--- config.mk ---
export PLATFORM = sky130hd
export DESIGN_NAME = bitmap_set_bit_index_extract_unit
export DESIGN_NICKNAME = d
export VERILOG_FILES = /design/src/bsbie_pkg.sv /design/src/bitmap_set_bit_index_extract_unit.sv /design/src/bsbie_scan.sv /design/src/bsbie_out.sv
export SDC_FILE = /design/constraint.sdc
export NUM_CORES = 1
export LEC_CHECK = 0
export ABC_AREA = 1
export BUFFER_PORTS_ARGS = -buffer_cell sky130_fd_sc_hd__buf_2
export CORE_MARGIN = 1.5
export CORE_UTILIZATION = 37
export CTS_BUF_LIST = sky130_fd_sc_hd__clkbuf_4 sky130_fd_sc_hd__clkbuf_8 sky130_fd_sc_hd__clkbuf_16
export DETAILED_ROUTE_END_ITERATION = 16
export PLACE_DENSITY = 0.62
export SYNTH_ARGS = -nofsm -noshare
export SYNTH_HDL_FRONTEND = slang
export SYNTH_SLANG_ARGS = --single-unit
export TNS_END_PERCENT = 10
--- constraint.sdc ---
create_clock -name clk_i -period 6.95 [get_ports clk_i]
set_clock_uncertainty 0.15 [all_clocks]
set_input_delay 0.695 -clock clk_i [delete_from_list [all_inputs] [get_ports clk_i]]
set_output_delay 0.695 -clock clk_i [all_outputs]
set_load 0.01 [all_outputs]
--- src/bsbie_pkg.sv ---
// ----------------------------------------------------------------------------
// Bitmap set-bit index extraction package
// Shared widths, constants, state encoding and inter-module types.
// ----------------------------------------------------------------------------
package bsbie_pkg;

  // Fixed geometry of one bitmap word and the batch it belongs to.
  localparam int unsigned WordBits      = 64;
  localparam int unsigned PosWidth      = $clog2(WordBits);
  localparam int unsigned WordIdxWidth  = 5;
  localparam int unsigned RowIdxWidth   = WordIdxWidth + PosWidth;
  localparam int unsigned RowCountWidth = 12;
  localparam int unsigned BatchRows     = 2048;
  localparam int unsigned UsedWidth     = RowCountWidth - PosWidth + 1;

  localparam logic [RowCountWidth-1:0] RowCountReset = RowCountWidth'(BatchRows);

  // Packed stream widths, rounded up to whole bytes.
  localparam int unsigned InDataWidth  = ((WordBits + WordIdxWidth + 7) / 8) * 8;
  localparam int unsigned OutDataWidth = ((RowIdxWidth + 7) / 8) * 8;

  typedef enum logic {
    ST_IDLE,
    ST_SCAN
  } scan_state_e;

  // One result handed from the scanner to the output register.
  typedef struct packed {
    logic                   valid;
    logic [RowIdxWidth-1:0] row_index;
    logic                   last;
  } result_t;

endpackage

--- src/bitmap_set_bit_index_extract_unit.sv ---
// ----------------------------------------------------------------------------
// Bitmap set-bit index extraction unit
// Turns one 64-bit selection word into the ascending list of selected rows.
// ----------------------------------------------------------------------------
// A result passes through the scanner's shift register and then the output
// register; the scanner first shifts past every lower bit position.
// The scanner takes a new word only once it has finished the previous one,
// shifting one bit position at a time; output stalls hold the scan.
// Words that are empty after trimming leave the scanner idle and ready.
// Reset clears all control state and sets the row count to 2048.
// ----------------------------------------------------------------------------
module bitmap_set_bit_index_extract_unit (
  input  logic                                  clk_i,
  input  logic                                  rst_ni,
  // Row count register write port.
  input  logic                                  cfg_we_i,
  input  logic [bsbie_pkg::RowCountWidth-1:0]   cfg_wdata_i,
  // Input stream.
  input  logic                                  s_axis_tvalid,
  output logic                                  s_axis_tready,
  // [63:0] mask_word, [68:64] word_index, [71:69] zero
  input  logic [bsbie_pkg::InDataWidth-1:0]     s_axis_tdata,
  // Output stream.
  output logic                                  m_axis_tvalid,
  input  logic                                  m_axis_tready,
  // [10:0] row_index, [15:11] zero
  output logic [bsbie_pkg::OutDataWidth-1:0]    m_axis_tdata,
  // last_of_word
  output logic                                  m_axis_tlast
);

  logic [bsbie_pkg::RowCountWidth-1:0] row_count_q;

  logic [bsbie_pkg::WordBits-1:0]      mask_word;
  logic [bsbie_pkg::WordIdxWidth-1:0]  word_index;
  logic [bsbie_pkg::RowCountWidth-1:0] eff_rows;
  logic [bsbie_pkg::UsedWidth-1:0]     live_words;
  logic [bsbie_pkg::PosWidth-1:0]      rem_bits;
  logic [bsbie_pkg::UsedWidth-1:0]     word_ext;
  logic [bsbie_pkg::WordBits-1:0]      tail_mask;
  logic [bsbie_pkg::WordBits-1:0]      trimmed;

  logic               start;
  logic               scan_ready;
  logic               out_free;
  bsbie_pkg::result_t result;

  // The row count register; the user must write it only while the block is idle; the block does not enforce this.
  always_ff @(posedge clk_i or negedge rst_ni) begin
    if (!rst_ni) begin
      row_count_q <= bsbie_pkg::RowCountReset;
    end else if (cfg_we_i) begin
      row_count_q <= cfg_wdata_i;
    end
  end

  assign mask_word  = s_axis_tdata[bsbie_pkg::WordBits-1:0];
  assign word_index = s_axis_tdata[bsbie_pkg::WordBits +: bsbie_pkg::WordIdxWidth];

  // Row counts above the batch size behave as a full batch.
  assign eff_rows = (row_count_q > bsbie_pkg::RowCountReset) ?
                    bsbie_pkg::RowCountReset : row_count_q;

  // Number of words that hold valid rows, and the valid bits of the last one.
  assign live_words = bsbie_pkg::UsedWidth'(
                        ({1'b0, eff_rows} + (bsbie_pkg::RowCountWidth + 1)'(
                          bsbie_pkg::WordBits - 1)) >> bsbie_pkg::PosWidth);
  assign rem_bits   = eff_rows[bsbie_pkg::PosWidth-1:0];
  assign word_ext   = bsbie_pkg::UsedWidth'(word_index);
  assign tail_mask  = ({{(bsbie_pkg::WordBits-1){1'b0}}, 1'b1} << rem_bits) -
                      {{(bsbie_pkg::WordBits-1){1'b0}}, 1'b1};

  // Words past the used range emit nothing; the last partial word loses the
  // bits at or above the row count.
  always_comb begin
    trimmed = mask_word;
    if (word_ext >= live_words) begin
      trimmed = '0;
    end else if ((rem_bits != '0) && (word_ext == live_words - 1'b1)) begin
      trimmed = mask_word & tail_mask;
    end
  end

  assign s_axis_tready = scan_ready;
  assign start         = s_axis_tvalid && scan_ready;

  bsbie_scan u_scan (
    .clk_i      (clk_i),
    .rst_ni     (rst_ni),
    .start_i    (start),
    .bits_i     (trimmed),
    .word_i     (word_index),
    .out_free_i (out_free),
    .ready_o    (scan_ready),
    .result_o   (result)
  );

  // A register slot decouples the scanner from downstream stalls.
  bsbie_out u_out (
    .clk_i         (clk_i),
    .rst_ni        (rst_ni),
    .result_i      (result),
    .free_o        (out_free),
    .m_axis_tvalid (m_axis_tvalid),
    .m_axis_tready (m_axis_tready),
    .m_axis_tdata  (m_axis_tdata),
    .m_axis_tlast  (m_axis_tlast)
  );

endmodule

--- src/bsbie_scan.sv ---
// ----------------------------------------------------------------------------
// Bitmap set-bit scanner
// Shifts a loaded word right one position per cycle and emits the row index
// of every set bit it passes, stalling on a set bit while the output slot is full.
// ----------------------------------------------------------------------------
module bsbie_scan (
  input  logic                                 clk_i,
  input  logic                                 rst_ni,
  input  logic                                 start_i,
  input  logic [bsbie_pkg::WordBits-1:0]       bits_i,
  input  logic [bsbie_pkg::WordIdxWidth-1:0]   word_i,
  input  logic                                 out_free_i,
  output logic                                 ready_o,
  output bsbie_pkg::result_t                   result_o
);

  bsbie_pkg::scan_state_e state_q, state_d;

  logic [bsbie_pkg::WordBits-1:0]     bits_q, bits_d;
  logic [bsbie_pkg::PosWidth-1:0]     pos_q, pos_d;
  logic [bsbie_pkg::WordIdxWidth-1:0] word_q, word_d;

  logic rest_zero;
  logic advance;
  logic load;

  // All bits above the current position are clear: this set bit is the last.
  assign rest_zero = (bits_q[bsbie_pkg::WordBits-1:1] == '0);
  assign load      = start_i && (state_q == bsbie_pkg::ST_IDLE);

  // Next state.
  always_comb begin
    state_d = state_q;
    case (state_q)
      bsbie_pkg::ST_IDLE: begin
        if (start_i && (bits_i != '0)) begin
          state_d = bsbie_pkg::ST_SCAN;
        end
      end
      bsbie_pkg::ST_SCAN: begin
        if (bits_q[0] && out_free_i && rest_zero) begin
          state_d = bsbie_pkg::ST_IDLE;
        end
      end
      default: state_d = bsbie_pkg::ST_IDLE;
    endcase
  end

  // Outputs.
  always_comb begin
    ready_o            = 1'b0;
    advance            = 1'b0;
    result_o.valid     = 1'b0;
    result_o.row_index = {word_q, pos_q};
    result_o.last      = rest_zero;
    case (state_q)
      bsbie_pkg::ST_IDLE: begin
        ready_o = 1'b1;
      end
      bsbie_pkg::ST_SCAN: begin
        advance        = !bits_q[0] || out_free_i;
        result_o.valid = bits_q[0] && out_free_i;
      end
      default: ready_o = 1'b0;
    endcase
  end

  // Shift datapath.
  always_comb begin
    bits_d = bits_q;
    pos_d  = pos_q;
    word_d = word_q;
    if (load) begin
      bits_d = bits_i;
      pos_d  = '0;
      word_d = word_i;
    end else if (advance) begin
      bits_d = bits_q >> 1;
      pos_d  = pos_q + 1'b1;
    end
  end

  always_ff @(posedge clk_i or negedge rst_ni) begin
    if (!rst_ni) begin
      state_q <= bsbie_pkg::ST_IDLE;
    end else begin
      state_q <= state_d;
    end
  end

  always_ff @(posedge clk_i) begin
    bits_q <= bits_d;
    pos_q  <= pos_d;
    word_q <= word_d;
  end

endmodule

--- src/bsbie_out.sv ---
// ----------------------------------------------------------------------------
// Bitmap set-bit output register
// Holds one result transaction until the downstream side takes it.
// ----------------------------------------------------------------------------
module bsbie_out (
  input  logic                                 clk_i,
  input  logic                                 rst_ni,
  input  bsbie_pkg::result_t                   result_i,
  output logic                                 free_o,
  output logic                                 m_axis_tvalid,
  input  logic                                 m_axis_tready,
  output logic [bsbie_pkg::OutDataWidth-1:0]   m_axis_tdata,
  output logic                                 m_axis_tlast
);

  logic                                valid_q, valid_d;
  logic [bsbie_pkg::RowIdxWidth-1:0]   row_q, row_d;
  logic                                last_q, last_d;

  // The slot can take a new result when empty or when being drained now.
  assign free_o = !valid_q || m_axis_tready;

  always_comb begin
    valid_d = valid_q;
    row_d   = row_q;
    last_d  = last_q;
    if (free_o) begin
      valid_d = result_i.valid;
    end
    if (result_i.valid) begin
      row_d  = result_i.row_index;
      last_d = result_i.last;
    end
  end

  always_ff @(posedge clk_i or negedge rst_ni) begin
    if (!rst_ni) begin
      valid_q <= 1'b0;
    end else begin
      valid_q <= valid_d;
    end
  end

  always_ff @(posedge clk_i) begin
    row_q  <= row_d;
    last_q <= last_d;
  end

  assign m_axis_tvalid = valid_q;
  assign m_axis_tdata  = bsbie_pkg::OutDataWidth'(row_q);
  assign m_axis_tlast  = last_q;

endmodule

Word-level counts from Yosys, hierarchy flattened. Index checks and enable logic that the tools add are counted.

Word-level logic and storage cells: 43. Flip-flop bits (word level): 101. Output and inout bits: 19.

Reductions and logical operators: 14. Add/sub/neg operators: 4. Shift operators: 1. Equal/unequal tests: 1. Order comparisons: 2. Muxes and demuxes: 11. Bitwise gates (word level): 2.

Operators with widths (count): $mux W64 (4); $and A64 B64 Y64 (1); $reduce_bool A64 Y1 (1); $shl A1 B6 Y64 const A (1); $sub A64 B1 Y64 const B (1); $logic_not A63 Y1 (1); $add A12 B6 Y13 const B (1); $gt A12 B12 Y1 const B (1); $mux W12 (1); $eq A5 B7 Y1 (1); $ge A5 B7 Y1 (1); $sub A7 B1 Y7 const B (1); $add A6 B1 Y6 const B (1); $logic_and A1 B1 Y1 (6); $reduce_bool A6 Y1 (1); $mux W1 (5); $logic_not A1 Y1 (2); $logic_or A1 B1 Y1 (2); $pmux W1 S2 (1); $reduce_bool A2 Y1 (1); $not A1 Y1 (1).

Depth between registers and ports, before layout. Gate-level depths: netlist (run 1).

Word-level depth: 12. Mapped depth: 31.

Hierarchy. Synthesis (run 1) repeated with hierarchy kept, for this count alone.

Cells, all modules: 1366. Area total of the unflattened synthesis: 8642.0 sq um.

By module, submodules not included: bitmap_set_bit_index_extract_unit (times used 1, seq. area each 301.5 sq um, cells each 911, area an instance 4448.0 sq um); bsbie_scan (times used 1, seq. area each 2217.1 sq um, cells each 432, area an instance 3747.3 sq um); bsbie_out (times used 1, seq. area each 385.4 sq um, cells each 23, area an instance 446.7 sq um).

Worst setup path before layout (run 1). OpenSTA, ideal clock, no wires.

Kind: register to register. Start: register row_count_q[4] in the netlist's numbering. End: register u_scan.state_q. Stages on the path, launching flop included: 29. Buffers on the path: 2. Arrival: 3.121 ns. Slack: 3.558 ns. Path through: dfrtp_1 inv_2 nand2_1 nor2_1 nand2_2 nand2_4 buf_8 inv_2 nor2_2 nand2_1 nand2_1 nand2_2 ha_1 xnor2_1 nor3_1 nand2_1 nor2_1 nand2_1 nor2_4 nand2_2 buf_6 o21bai_1 nand2_1 nor2_1 nand2_1 nor2_1 nand2_1 o21bai_1 nand2_1.

Longest elaborated chain between the ends: 12. Elaborated cells between the ends (all ways): 17. Those cells by class: add/sub: 3; order compare: 2; eq/ne: 1; shift: 1; mux: 5; bitwise: 1; reduce/logical: 4.

Ends and longest elaborated chain: from (decl) (RTL line bitmap_set_bit_index_extract_unit.sv:32) `logic [bsbie_pkg::RowCountWidth-1:0] row_count_q;`; from (signal assigned) (RTL line bitmap_set_bit_index_extract_unit.sv:51) `row_count_q <= bsbie_pkg::RowCountReset;`; from (signal assigned) (RTL line bitmap_set_bit_index_extract_unit.sv:53) `row_count_q <= cfg_wdata_i;`; $gt A12 B12 Y1 (RTL line bitmap_set_bit_index_extract_unit.sv:61) `assign eff_rows = (row_count_q > bsbie_pkg::RowCountReset) ?`; $mux W12 (*) (RTL line bitmap_set_bit_index_extract_unit.sv:61); $add A12 B6 Y13 (RTL line bitmap_set_bit_index_extract_unit.sv:66) `({1'b0, eff_rows} + (bsbie_pkg::RowCountWidth + 1)'(`; $sub A7 B1 Y7 (RTL line bitmap_set_bit_index_extract_unit.sv:79) `end else if ((rem_bits != '0) && (word_ext == live_words - 1'b1)) begin`; $eq A5 B7 Y1 (RTL line bitmap_set_bit_index_extract_unit.sv:79); $logic_and A1 B1 Y1 (RTL line bitmap_set_bit_index_extract_unit.sv:79); $mux W64 (RTL line bitmap_set_bit_index_extract_unit.sv:79); $mux W64 (*) (RTL line bitmap_set_bit_index_extract_unit.sv:77) `if (word_ext >= live_words) begin`; $reduce_bool A64 Y1 (*) (RTL line bsbie_scan.sv:36) `if (start_i && (bits_i != '0)) begin`; $logic_and A1 B1 Y1 (*) (RTL line bsbie_scan.sv:36); $mux W1 (*) (RTL line bsbie_scan.sv:36); $pmux W1 S2 (*) (RTL line bsbie_scan.sv:34) `case (state_q)`; net u_scan.state_d (RTL line bsbie_scan.sv:17) `bsbie_pkg::scan_state_e state_q, state_d;`; to (signal assigned) (RTL line bsbie_scan.sv:85) `state_q <= bsbie_pkg::ST_IDLE;`; to (signal assigned) (RTL line bsbie_scan.sv:87) `state_q <= state_d;`; to (decl) (RTL line bsbie_scan.sv:17).

The timed path passes the listed nets; every way through them passes the cells marked *. A chain may end at the register's enable or synchronous reset.

Final worst setup path (run 1). Same ends and word-level chain as after synthesis.

==> impl_metrics.tcl, run 1 <==
set metrics [dict create \
    synth_compound_area_frac 0.09144 \
    setup_viol 0 \
    cts_tree "done" \
    endpoint_kind "flip-flop" \
    finalCritPeriodShare 0.7520 \
    ys_types 45 \
    cellLeakagePower_nw 4.791 \
    cp_data_arrival_time_ns 5.33 \
    dieArea_um2 22860 \
    hold_class "in -> async" \
    p_per_area_nw_per_um2 278.8 \
    cts_buffers 9 \
    synthDominantCellAreaShare 0.2993 \
    vias 8002 \
    die-width_um 151.2 \
    hold_buffers 0 \
    avgSynthCellArea_um2 6.581 \
    start_kind "flip-flop" \
    ctsResizeCount 0 \
    portBuffers 99 \
    clk_latency_ns 0.37 \
    areaGrowthSynthToFinish_pct 12.07 \
    drtIter0Drc 635 \
    cts_sinks 101 \
    critical_path_class "reg -> reg" \
    grt.overflow.total 0 \
    io_pins 108 \
    synth_top_cell_by_area "edfxtp_1" \
    ir_drop_uv 112.6 \
    remaining_drc_errors 0 \
    netlist_area_um2 8128 \
    n_antenna_cell 0 \
    synthMuxAreaShare 0.001385 \
    async_reset_ff_frac 0.1386 \
    fin_tns_setup_ns 0 \
    cp_max_fo 42 \
    die_h_um 151.2 \
    finalMaxSlewViolations 0 \
    first_pass_iters 4 \
    netlist_instances 1235 \
    gp_congestion 1.007 \
    dpl.hpwl_um 18600 \
    routedWlPerCell_um 14.66 \
    reg2reg_slack_ns 1.72 \
    synthAdderAreaFrac 0.01232 \
    synth_ff_type "edfxtp_1" \
    rsz0062_at_grt "no" \
    wirelength_um 23340 \
    grt_use_total 0.2080 \
    htreeDepth 3 \
    crit_path_start "row_count_q[4]" \
    slew_headroom 0.3329 \
    status "finished clean" \
    yosys.area_share.xor_xnor 0.01185 \
    worst_slew_pin_slew_ns 0.9970 \
    synth-simple-area-share 0.4278 \
    antenna_found_initial 1 \
    grt_pass1_vias 7103 \
    synth_top_family_by_area "simple AND/OR/NAND/NOR gates" \
    layout-drive-gt1-share 0.1410 \
    drtAntennaViolNets 0 \
    num-nets-final 1404 \
    yosys.cell_count.top_type "nand2_1" \
    cts_root_buffer "clkbuf_16" \
    yosys_warnings 0 \
    clkTransAtPathRegs_ns 0.08 \
    reg2reg_depth 26 \
    finalHoldViolCount 0 \
    cts.path.max_buffers 2 \
    synthTopCellsByCount "nand2_1, nor2_1, inv_1, nand3_1, o21ai_0" \
    ys_top_cells_by_area "edfxtp_1, nand2_1, nand3_1" \
    reg2reg_to "u_scan.state_q" \
    ys_seq_area_frac 0.3573 \
    hold_ws_ns 0.07212 \
    placementRows 54 \
    fmax_mhz 191.3 \
    synth-edff-count 81 \
    layout_min_cycle_time_ns 5.227 \
    r2r_start "row_count_q[4]" \
    grt_pass1_wl_um 36680 \
    routed_via_density 5.026 \
    grt_max_degree 106 \
    required_ns 7.06 \
    initial_utilization 0.3748 \
    core_um2 21690 \
    endpoint "u_scan.state_q" \
    drv_cap 0 \
    cts_setup_buffers 0 \
    synth_seq_cells 101 \
]
worst max-delay path, cell delays in order, from the launching register on:
cell      delay [ns]
dfrtp_1         0.59
inv_2           0.35
nand2_1         0.08
nor2_1          0.13
nand2_2         0.08
nand2_4         0.20
nand2_2         0.48
inv_1           0.57
buf_4           0.30
nor2_1          0.07
inv_2           0.09
nand2_1         0.05
nand3b_1        0.17
nor2_1          0.13
nand2_1         0.11
nor2_1          0.27
nand3_1         0.13
nand2_1         0.09
nand2_1         0.08
nand2_1         0.13
nand2_1         0.06
nor2_1          0.10
nand2_1         0.07
nor2_1          0.17
nand2_1         0.13
o21bai_1        0.23
nand2_1         0.08
per-layer routing:
metal	up-vias	global-route usage	part of all wire
li1	4156	-	-
met1	3569	0.2885	0.46
met2	244	0.3309	0.46
met3	31	0.03253	0.059
met4	2	0.06553	0.021
met5	-	0	0.00056
sequential cells by signal, indices dropped and copies added, names as in the netlist:
name / count
u_scan.bits_q: 64
u_scan.state_q: 1
u_out.row_q: 11
row_count_q: 12
u_out.m_axis_tlast: 1
u_scan.pos_q: 6
u_scan.word_q: 5
u_out.m_axis_tvalid: 1
cells in the final DEF (no fill, tap or decap), types with 7 or more instances in the layout:
| cell | n |
|---|---|
| clkbuf_16 | 9 |
| o21ai_0 | 88 |
| nor2_2 | 7 |
| nand3_1 | 107 |
| nand3b_1 | 8 |
| inv_2 | 13 |
| buf_2 | 99 |
| nor2_1 | 133 |
| nand4_1 | 23 |
| nand2_2 | 12 |
| edfxtp_1 | 81 |
| dfrtp_1 | 13 |
| nor4_1 | 18 |
| nand2_1 | 440 |
| o21bai_1 | 12 |
| ha_1 | 8 |
| inv_1 | 132 |
| nor3_1 | 17 |
| o21bai_2 | 8 |
metrics by stage:
stage | power (W) | worst slack [ns] | area, µm² | cells | util
3_5_place_dp | 0.002019 | 1.727 | 8796 | 1576 | 0.4056
3_3_place_gp | 0.002002 | 1.717 | 8796 | 1576 | 0.4056
5_1_grt | 0.002728 | 1.218 | 9109 | 1592 | 0.4200
4_1_cts | 0.002548 | 1.724 | 9109 | 1592 | 0.4200
2_1_floorplan | 0.001762 | 3.558 | 8143 | 1239 | -
6_report | 0.002540 | 1.723 | 9109 | 1592 | 0.4200
worst min-delay path by stage:
| stage | to | cells after the start |
|---|---|---|
| after detailed placement | u_out.row_q[6] | 0 |
| final | u_out.m_axis_tvalid | 1 |
| after floorplan | row_count_q[0] | 0 |
| after CTS | u_out.m_axis_tvalid | 1 |
| after global placement | u_out.row_q[8] | 0 |
| after global routing | u_out.m_axis_tvalid | 1 |
logic make-up after synthesis:
kind of cell / Yosys count
simple gates: 794
buf+inv: 192
compound gates: 127
flops: 101
xor+xnor: 11
fa+ha+maj: 8
other cells: 1
mux: 1
power breakdown:
part / total, W / switching, W / leakage, nW / internal, W
registers: 0.00114 / 0.000142 / 1.05 / 0.000998
clock network: 0.000522 / 0.000264 / 0.148 / 0.000258
logic: 0.000877 / 0.000578 / 3.59 / 0.000299
final cells by class:
cell class / instances / area, µm²
Timing Repair Buffer: 103 / 525.5
Multi-Input combinational cell: 946 / 4468
Clock inverter: 7 / 87.58
Inverter: 146 / 548.0
Clock buffer: 9 / 225.2
Tap cell: 280 / 350.3
Fill cell: 2293 / 12580
Sequential cell: 101 / 2904
Power figures use the tool's default switching activity.
==> run 2, diff against run 1 <==
==> constraint.sdc (replaced) <==
create_clock -name clk_i -period 5.1 [get_ports clk_i]
set_clock_uncertainty 0.15 [all_clocks]
set_input_delay 0.51 -clock clk_i [delete_from_list [all_inputs] [get_ports clk_i]]
set_output_delay 0.51 -clock clk_i [all_outputs]
set_load 0.01 [all_outputs]
==> run 2 against run 1 <==
Compared with the run above:
- register-to-register slack got worse by 1.0 ns
- clock-buffer cell count unchanged
- cell count increased by 0.69%
- wire length increased by 2.5%
- die area unchanged
- global-route usage increased by 0.60 points
- non-clock buffer count increased by 11
- clock power increased by 34%
- critical path type unchanged
- hold slack improved by 0.13 ns
- first-iteration DRC count increased by 6.5%
- via count about the same
==> impl_metrics.tcl, run 2 (synthesized netlist as in run 1, its figures left out) <==
set metrics [dict create \
    status "finished clean" \
    required_ns 5.20 \
    largest-register "u_scan.bits_q" \
    clk_latency_ns 0.37 \
    critical_path_class "reg -> reg" \
    worst_slew_pin_slew_ns 1.000 \
    grt_max_degree 116 \
    htreeDepth 3 \
    io_pins 108 \
    cp_data_arrival_time_ns 4.50 \
    finalMaxSlewViolations 0 \
    dieArea_um2 22860 \
    min_to "row_count_q[7]" \
    antenna_found_initial 0 \
    fin_tns_setup_ns 0 \
    start_kind "flip-flop" \
    largestRegisters "u_scan.bits_q: 64 flops, row_count_q: 12 flops, u_out.row_q: 11 flops" \
    hp-start "cfg_wdata_i[7]" \
    drv_cap 0 \
    cp_max_fo 24 \
    dpl_cell_area_um2 8884 \
    die_h_um 151.2 \
    drtIter0Drc 676 \
    final_common_cell "nand2_1" \
    finalCritPeriodShare 0.8629 \
    ir_drop_uv 160.1 \
    gp_congestion 0.9841 \
    reg2reg_to "u_scan.state_q" \
    remaining_drc_errors 0 \
    cts_buffers 9 \
    layout-drive-gt1-share 0.1474 \
    clkTransAtPathRegs_ns 0.08 \
    layout_min_cycle_time_ns 4.401 \
    cts_sinks 101 \
    finalHoldViolCount 0 \
    cts_setup_buffers 0 \
    areaGrowthSynthToFinish_pct 13.10 \
    final_cell_mix "nand2_1, nor2_1, inv_1" \
    dpl.hpwl_um 19230 \
    wirelength_um 23940 \
    grt_pass1_vias 7132 \
    placementRows 54 \
    setup_viol 0 \
    first_pass_iters 8 \
    min_path_cells 3 \
    initial_utilization 0.3748 \
    grt_use_total 0.2140 \
    largest_reg_flops 64 \
    vias 8005 \
    endpoint_kind "flip-flop" \
    slew_headroom 0.3305 \
    ctsResizeCount 0 \
    core_um2 21690 \
    drtAntennaViolNets 0 \
    reg2reg_depth 26 \
    cts.path.max_buffers 2 \
    grt.overflow.total 0 \
    hold_buffers 1 \
    hold_class "in -> reg" \
    cts_tree "done" \
    cts_root_buffer "clkbuf_16" \
    routed_via_density 4.994 \
    routedWlPerCell_um 14.93 \
    r2r_start "row_count_q[0]" \
    grt_pass1_wl_um 37550 \
    fmax_mhz 227.2 \
    die-width_um 151.2 \
    finalInstanceArea_um2 9193 \
    rsz0062_at_grt "no" \
    cellLeakagePower_nw 4.848 \
    n_antenna_cell 0 \
    portBuffers 99 \
    p_per_area_nw_per_um2 378.8 \
    num-nets-final 1415 \
    reg2reg_slack_ns 0.70 \
]
## run 2: worst max-delay path by stage
| stage | start | end | cells after the start |
|---|---|---|---|
| after floorplan | row_count_q[4] | u_scan.state_q | 28 |
| after global placement | row_count_q[0] | u_scan.state_q | 26 |
| after detailed placement | row_count_q[0] | u_scan.state_q | 26 |
| after CTS | row_count_q[0] | u_scan.state_q | 26 |
| after global routing | row_count_q[0] | u_scan.state_q | 26 |
| final | row_count_q[0] | u_scan.state_q | 26 |
## run 2: layer usage
layer,GRT usage,part of all wire
met4,0.05291,0.016
met1,0.3097,0.48
met2,0.3370,0.45
met5,0,0
met3,0.02620,0.050
## run 2: metrics by stage
stage	hold WS, ns	instances	util	worst slack (ns)	total power [W]
after floorplan	0.06441	1239	-	1.708	0.002401
after global placement	0.2523	1586	0.4096	0.6568	0.002762
after detailed placement	0.2545	1586	0.4096	0.6924	0.002785
after CTS	0.1978	1603	0.4238	0.6738	0.003486
after global routing	0.2031	1603	0.4238	0.2832	0.003746
final	0.2002	1603	0.4238	0.6993	0.003482
## run 2: worst max-delay path, stage by stage, from the launching register on
cell,delay [ns]
dfrtp_1,0.54
nor2_1,0.15
nand2_1,0.06
nor2_1,0.11
nand2_2,0.07
nand2_4,0.19
nand2_2,0.27
inv_1,0.26
buf_4,0.32
nor2_1,0.09
inv_2,0.10
nand2_1,0.05
nand3b_1,0.17
inv_1,0.09
nand2_1,0.13
nor2_1,0.35
nand3_1,0.13
nand2_1,0.08
nand2_1,0.08
nand2_1,0.09
nand2_1,0.05
nor2_1,0.10
nand2_1,0.07
nor2_1,0.18
nand2_1,0.14
o21bai_1,0.20
nand2_1,0.08
## run 2: report_power, final
group	switching, W	internal [W]
combinational	0.000805	0.000429
sequential	0.000188	0.00136
clock	0.000352	0.000348
## run 2: area by class of cell
type | instances | area, µm²
multi-input cells | 946 | 4468
flip-flops and latches | 101 | 2904
clock inverters | 7 | 73.82
fillers | 2320 | 12500
well taps | 280 | 350.3
repair buffers | 114 | 623.1
clock buffers | 9 | 225.2
inverters | 146 | 548.0
